$ cat src/design/rfsa_pkg.sv
// shared constants and word types of the random free slot allocator
// no dependencies; used by the top level and its checker
`default_nettype none

package rfsa_pkg;

    localparam int SLOT_COUNT = 32;
    localparam int RND_W      = 16;
    localparam int IDX_W      = 5;
    localparam int GRANT_W    = 6;

    // free slot count and remainder width, and dividend bit counter width
    localparam int CNT_W      = $clog2(SLOT_COUNT + 1);
    localparam int RND_CNT_W  = $clog2(RND_W);

    // map scan goes one digit of slots per cycle
    localparam int DIGIT_W    = 8;
    localparam int POS_W      = $clog2(DIGIT_W);
    localparam int ZCNT_W     = $clog2(DIGIT_W + 1);
    localparam int NDIG       = (SLOT_COUNT + DIGIT_W - 1) / DIGIT_W;
    localparam int DIG_CNT_W  = (NDIG > 1) ? $clog2(NDIG) : 1;
    localparam int SEL_W      = DIG_CNT_W + POS_W;
    localparam int SCAN_W     = NDIG * DIGIT_W;
    localparam int KW         = (CNT_W > ZCNT_W) ? CNT_W : ZCNT_W;

    // padding slots past the end read as taken
    localparam logic [SCAN_W-1:0] PAD_MASK  = ~SCAN_W'({SLOT_COUNT{1'b1}});
    localparam logic [SCAN_W-1:0] FILL_MASK = ~({SCAN_W{1'b1}} >> DIGIT_W);

    localparam logic [GRANT_W-1:0] NONE_CODE = GRANT_W'(SLOT_COUNT);

    localparam logic MODE_ALLOC = 1'b0;
    localparam logic MODE_TEST  = 1'b1;

    typedef struct packed {
        logic               mode;
        logic [RND_W-1:0]   random_value;
        logic [IDX_W-1:0]   slot_index;
    } t_in_word;

    typedef struct packed {
        logic [GRANT_W-1:0] granted_slot;
        logic               slot_taken;
        logic               all_taken;
    } t_out_word;

endpackage

`default_nettype wire

$ cat src/design/random_free_slot_allocator.sv
// Random free slot allocator. Keeps a map of taken slots (all free after reset) and a
// running free count. An allocate word takes random_value modulo the free count in a
// bit-serial restoring divider, one dividend bit per cycle, then scans the map one
// 8-slot digit per cycle for the k-th free slot, claims it and reports its index. A
// test word reports whether one slot is taken. An allocate word passes through the
// divide, scan and emit states; a test word, or an allocate word with no free slot,
// goes straight to emit, which waits while an untaken result holds the output. One
// word is worked on at a time; the output register lets the next word in while a
// result waits to be taken. Depends on rfsa_pkg.
`default_nettype none

module random_free_slot_allocator (
    input  wire                  i_clk,
    input  wire                  i_rst_n,
    input  wire                  i_in_valid,
    output logic                 o_in_ready,
    input  rfsa_pkg::t_in_word   i_in_word,
    output logic                 o_out_valid,
    input  wire                  i_out_ready,
    output rfsa_pkg::t_out_word  o_out_word
);

    typedef enum logic [3:0] {
        ST_IDLE = 4'b0001,
        ST_DIV  = 4'b0010,
        ST_SCAN = 4'b0100,
        ST_EMIT = 4'b1000
    } t_state;

    t_state                               r_state, n_state;
    logic [rfsa_pkg::SLOT_COUNT-1:0]      r_mask, n_mask;
    logic [rfsa_pkg::CNT_W-1:0]           r_free, n_free;
    logic [rfsa_pkg::RND_W-1:0]           r_rnd, n_rnd;
    logic [rfsa_pkg::RND_CNT_W-1:0]       r_bit, n_bit;
    logic [rfsa_pkg::CNT_W-1:0]           r_rem, n_rem;
    logic [rfsa_pkg::SCAN_W-1:0]          r_scan, n_scan;
    logic [rfsa_pkg::DIG_CNT_W-1:0]       r_dig, n_dig;
    logic [rfsa_pkg::GRANT_W-1:0]         r_res_grant, n_res_grant;
    logic                                 r_res_taken, n_res_taken;
    logic                                 r_out_valid, n_out_valid;
    rfsa_pkg::t_out_word                  r_out_word, n_out_word;

    logic                                 in_acc;
    logic [rfsa_pkg::CNT_W:0]             trial;
    logic [rfsa_pkg::DIGIT_W-1:0]         digit;
    logic [rfsa_pkg::ZCNT_W-1:0]          zeros;
    logic [rfsa_pkg::ZCNT_W-1:0]          seen;
    logic [rfsa_pkg::POS_W-1:0]           pos;
    logic                                 found;
    logic [rfsa_pkg::KW-1:0]              kx;
    logic [rfsa_pkg::SEL_W-1:0]           sel;

    assign in_acc      = i_in_valid && o_in_ready;
    assign o_in_ready  = (r_state == ST_IDLE);
    assign o_out_valid = r_out_valid;
    assign o_out_word  = r_out_word;

    // one restoring division step
    assign trial = {r_rem, r_rnd[rfsa_pkg::RND_W-1]};

    // free slots in the current digit and the place of the k-th one
    assign digit = r_scan[rfsa_pkg::DIGIT_W-1:0];
    assign kx    = rfsa_pkg::KW'(r_rem);
    assign sel   = {r_dig, pos};

    always_comb begin
        zeros = '0;
        seen  = '0;
        pos   = '0;
        found = 1'b0;
        for (int i = 0; i < rfsa_pkg::DIGIT_W; i++) begin
            if (!digit[i]) begin
                if (!found && seen == rfsa_pkg::ZCNT_W'(r_rem)) begin
                    pos   = rfsa_pkg::POS_W'(i);
                    found = 1'b1;
                end
                seen  = seen + 1'b1;
                zeros = zeros + 1'b1;
            end
        end
    end

    always_comb begin
        n_state     = r_state;
        n_mask      = r_mask;
        n_free      = r_free;
        n_rnd       = r_rnd;
        n_bit       = r_bit;
        n_rem       = r_rem;
        n_scan      = r_scan;
        n_dig       = r_dig;
        n_res_grant = r_res_grant;
        n_res_taken = r_res_taken;
        n_out_valid = r_out_valid;
        n_out_word  = r_out_word;

        if (r_out_valid && i_out_ready) begin
            n_out_valid = 1'b0;
        end

        unique case (r_state)
            ST_IDLE: begin
                if (in_acc) begin
                    n_res_grant = rfsa_pkg::NONE_CODE;
                    n_res_taken = 1'b0;
                    if (i_in_word.mode == rfsa_pkg::MODE_TEST) begin
                        // shifted-out one means the slot does not exist
                        n_res_taken = |(r_mask & (rfsa_pkg::SLOT_COUNT'(1)
                                                  << i_in_word.slot_index));
                        n_state     = ST_EMIT;
                    end else if (r_free == '0) begin
                        n_state = ST_EMIT;
                    end else begin
                        n_rnd   = i_in_word.random_value;
                        n_rem   = '0;
                        n_bit   = '0;
                        n_state = ST_DIV;
                    end
                end
            end
            ST_DIV: begin
                if (trial >= {1'b0, r_free}) begin
                    n_rem = rfsa_pkg::CNT_W'(trial - {1'b0, r_free});
                end else begin
                    n_rem = rfsa_pkg::CNT_W'(trial);
                end
                n_rnd = r_rnd << 1;
                n_bit = r_bit + 1'b1;
                if (r_bit == rfsa_pkg::RND_CNT_W'(rfsa_pkg::RND_W - 1)) begin
                    n_scan  = rfsa_pkg::SCAN_W'(r_mask) | rfsa_pkg::PAD_MASK;
                    n_dig   = '0;
                    n_state = ST_SCAN;
                end
            end
            ST_SCAN: begin
                if (kx < rfsa_pkg::KW'(zeros)) begin
                    n_mask      = r_mask | (rfsa_pkg::SLOT_COUNT'(1) << sel);
                    n_free      = r_free - 1'b1;
                    n_res_grant = rfsa_pkg::GRANT_W'(sel);
                    n_state     = ST_EMIT;
                end else begin
                    n_rem  = rfsa_pkg::CNT_W'(kx - rfsa_pkg::KW'(zeros));
                    n_scan = (r_scan >> rfsa_pkg::DIGIT_W) | rfsa_pkg::FILL_MASK;
                    n_dig  = r_dig + 1'b1;
                end
            end
            ST_EMIT: begin
                if (!r_out_valid || i_out_ready) begin
                    n_out_word.granted_slot = r_res_grant;
                    n_out_word.slot_taken   = r_res_taken;
                    n_out_word.all_taken    = (r_free == '0);
                    n_out_valid             = 1'b1;
                    n_state                 = ST_IDLE;
                end
            end
            default: begin
                n_state = ST_IDLE;
            end
        endcase
    end

    always_ff @(posedge i_clk) begin
        if (!i_rst_n) begin
            r_state     <= ST_IDLE;
            r_mask      <= '0;
            r_free      <= rfsa_pkg::CNT_W'(rfsa_pkg::SLOT_COUNT);
            r_out_valid <= 1'b0;
        end else begin
            r_state     <= n_state;
            r_mask      <= n_mask;
            r_free      <= n_free;
            r_out_valid <= n_out_valid;
        end
    end

    always_ff @(posedge i_clk) begin
        r_rnd       <= n_rnd;
        r_bit       <= n_bit;
        r_rem       <= n_rem;
        r_scan      <= n_scan;
        r_dig       <= n_dig;
        r_res_grant <= n_res_grant;
        r_res_taken <= n_res_taken;
        r_out_word  <= n_out_word;
    end

endmodule

`default_nettype wire

$ cat config.mk
export PLATFORM = sky130hd
export DESIGN_NAME = random_free_slot_allocator
export DESIGN_NICKNAME = d
export VERILOG_FILES = /design/src/design/rfsa_pkg.sv /design/src/design/random_free_slot_allocator.sv
export SDC_FILE = /design/constraint.sdc
export NUM_CORES = 1
export LEC_CHECK = 0
export ABC_AREA = 1
export BUFFER_PORTS_ARGS = -buffer_cell sky130_fd_sc_hd__clkbuf_2
export CORE_MARGIN = 5
export CORE_UTILIZATION = 45
export DETAILED_ROUTE_END_ITERATION = 12
export GPL_TIMING_DRIVEN = 0
export SLEW_MARGIN = 5
export SYNTH_ARGS = -nofsm -noshare
export SYNTH_HDL_FRONTEND = slang
export SYNTH_SLANG_ARGS = --single-unit
$ cat constraint.sdc
create_clock -name i_clk -period 16.9 [get_ports i_clk]
set_input_delay 0.845 -clock i_clk [delete_from_list [all_inputs] [get_ports i_clk]]
set_output_delay 0.845 -clock i_clk [all_outputs]
set_load 0.05 [all_outputs]
==> flow_summary_export.csv <==
group,metric,value,unit
floorplanning,num_rows,44,
critical_path,worst-setup-path-type,"flop to flop",
route,vias,5592,
floorplanning,die_w,131,um
route,drtIter0Drc,487,
clock_tree,clk_pin_slew,50,ps
synthesis,synth_edf_count,75,
global_routing,grt_pass1_wl,27100,um
clock_tree,ctsResizeCount,0,
synthesis,yosys_warnings,0,
clock_tree,cts_hold_buffers,0,
floorplanning,die-area,0.0171,sq mm
sta,timing.final.ws_setup,10670,ps
route,wl_per_cell,15.2,um
clock_tree,post_cts_buffers,0,
global_routing,antenna_found_initial,0,
cells_and_area,layout_commonest_cell,"nand2_1",
pwr,pwr-share-seq,0.358,
outcome,status,"finished, final reports clean",
critical_path,cp_max_fo,10,
cells_and_area,antennaDiodeCount,0,
global_routing,grt_use_total,0.206,
pwr,p_per_area,142,mW/mm^2
placement,dp_slack,10690,ps
route,wl_met2,7650,um
cells_and_area,fill_cells,1370,
pwr,clockPowerShare,0.330,
synthesis,synth_area,0.00655,sq mm
sta,fin_setup_tns,0,ps
sta,max_freq,161,MHz
synthesis,synth_nets,872,
clock_tree,htreeDepth,4,
sta,rsz0062_at_grt,"false",
placement,place.gp.congestion,0.929,
pwr,p_switching,0.375,mW
pwr,power.internal,0.700,mW
sta,setup_viol,0,
synthesis,synthFlopType,"edfxtp_1",
floorplanning,die_h,131,um
floorplanning,core_area,0.0144,sq mm
sta,hold_slack,422,ps
critical_path,cp.required,17230,ps
pwr,swShare,0.349,
route,routed.top_layer,"met4",
floorplanning,start_util,0.454,
critical_path,r2r_slack,10670,ps
global_routing,grt-ovfl-total,0,
route,routedLengthMet1,7450,um
cells_and_area,synthToLayoutAreaGrowth,15.5,%
min_path,hp-class,"flop to flop",
clock_tree,insertion_delay,410,ps
clock_tree,clk_path_buf_depth,2,
placement,portBuffers,33,
run,max-cap-violations,0,
cells_and_area,final_cell_mix,"nand2_1 (208), inv_1 (108), edfxtp_1 (75)",
cells_and_area,drive_above_1_share,0.125,
pwr,p_leak,3.17,nW
sta,worstMarginPinSlew,1030,ps
critical_path,cpPeakStageDelay,690,ps
synthesis,ys_types,43,
sta,period_needed,6230,ps
route,antenna_left,0,
clock_tree,cts_sinks,118,
sta,hold_viol,0,
sta,finClkSkew,11.5,ps
critical_path,worst_setup_path_end_kind,"flop",
synthesis,synth_seq_cells,118,
synthesis,synth_area_per_cell,7.96,sq um
critical_path,critPathLaunch,"r_scan[1]$_DFFE_PP_",
route,dr_wl_met3,866,um
clock_tree,tritoncts,"done",
synthesis,yosys.area_share.adder,0.0462,
global_routing,grt_max_degree,21,
synthesis,yosysSeqAreaShare,0.475,
critical_path,r2r_start,"r_scan[1]$_DFFE_PP_",
route,drc_errors,0,
cells_and_area,register_area,0.00311,sq mm
route,dr.pass1.iters,5,
sta,min_period_over_period,0.368,
critical_path,cp-start-kind,"flop",
global_routing,first_global_vias,5442,
synthesis,synthSimpleGateAreaFrac,0.277,
pwr,combPwrFrac,0.312,
route,viasPerCell,5.21,
cells_and_area,nNetsFinal,925,
route,routed_wl,16300,um
critical_path,crit_path_top_delay_cell,"nor3_1",
synthesis,synth_top_family_by_area,"simple AND/OR/NAND/NOR gates",
synthesis,postSynthCellCount,823,
critical_path,path_common_cell,"nand2_1",
min_path,hold_path_startpoint,"r_res_grant[4]$_SDFFCE_PN0P_",
cells_and_area,multi_input_area,0.00292,sq mm
clock_tree,cts_made_buffers,17,
synthesis,async_flop_share,0,
critical_path,critical_path_arrival,6560,ps
sta,relSlewSlack,0.310,
pwr,ir_drop,0.0753,mV
sta,finalMaxSlewViolations,0,
synthesis,synth_compound_area_frac,0.103,
clock_tree,root_buffer,"clkbuf_16",
floorplanning,ios,36,
synthesis,synth.mux.area_fraction,0.00153,
synthesis,synth_xor_area_frac,0.0160,
placement,dp_hpwl,12400,um
## registers in the layout (all words and copies together), names as in the netlist
register,count
kx,6
o_out_valid,1
o_out_word,8
r_bit,4
r_dig,2
r_free,6
r_mask,32
r_res_grant,6
r_res_taken,1
r_rnd,16
r_scan,32
r_state,4
## cells by family (layout without fill, tap and decap cells)
kind of cell,after synthesis,after routing
and+or+nand+nor,409,409
buffers and inverters,139,205
AOI/OAI and AO/OA,121,121
DFF,118,118
adders and majority gates,23,23
xor gates and xnor gates,12,12
muxes,1,1
## worst paths after layout
| check | endpoint | cells after the start |
|---|---|---|
| setup reg to reg | r_mask[31]$_SDFFE_PN0P_ | 30 |
| hold / removal | o_out_word[6]$_DFFE_PP_ | 0 |
| hold reg to reg | o_out_word[6]$_DFFE_PP_ | 0 |
| setup / recovery | r_mask[31]$_SDFFE_PN0P_ | 30 |
## per-layer routing
metal,GRT usage,vias to the layer above
met3,0.0541,26
met2,0.331,150
met4,0.0780,0
li1,-,2838
met5,0,-
met1,0.268,2578
## stage by stage
step	util	instances	cell area, sq um	power, mW
finish	0.524	1073	7560	1.07
global route	0.524	1073	7560	1.15
CTS	0.524	1073	7560	1.08
detailed placement	0.484	1041	6980	0.723
global placement	0.481	1040	6940	0.715
floorplan	-	823	6550	0.639
## synthesized netlist by cell type (4+ instances only)
cell type,count,share of area
nand2_2,18,0.017
nor3_1,13,0.0099
xor2_1,9,0.012
clkbuf_1,18,0.010
o22ai_1,12,0.011
nand3_2,7,0.011
nor2_1,69,0.040
inv_2,4,0.0023
or2_2,5,0.0048
nor4_1,6,0.0057
a31oi_1,7,0.0067
inv_1,108,0.062
edfxtp_1,75,0.34
dfxtp_1,43,0.13
a21oi_1,50,0.038
nand2_1,208,0.12
nand3_1,63,0.048
o21ai_0,41,0.031
nand4_1,12,0.011
ha_1,21,0.040
## area by class of cell
class	instances	area share
Sequential cell	118	0.412
Multi-Input combinational cell	566	0.385
Clock buffer	19	0.0586
Inverter	114	0.0566
Tap cell	184	0.0304
Timing Repair Buffer	34	0.0255
Clock inverter	13	0.0182
Buffer	25	0.0137
## power groups by stage
| stage | Clock (mW) | Combinational (mW) | Sequential (mW) |
|---|---|---|---|
| CTS | 0.360 | 0.336 | 0.386 |
| floorplan | 0 | 0.249 | 0.390 |
| global route | 0.376 | 0.382 | 0.389 |
| global placement | 0 | 0.325 | 0.390 |
| detailed placement | 0 | 0.333 | 0.391 |
| finish | 0.354 | 0.336 | 0.385 |
## critical path, delay by kind of cell (launching register included)
kind	cells	cell delay (ps)
DFF	1	410
and+or+nand+nor	15	2430
xor gates and xnor gates	1	290
adders and majority gates	6	1750
buffers and inverters	5	760
AOI/OAI and AO/OA	3	530
No activity file was read; power rests on OpenSTA's default activity.
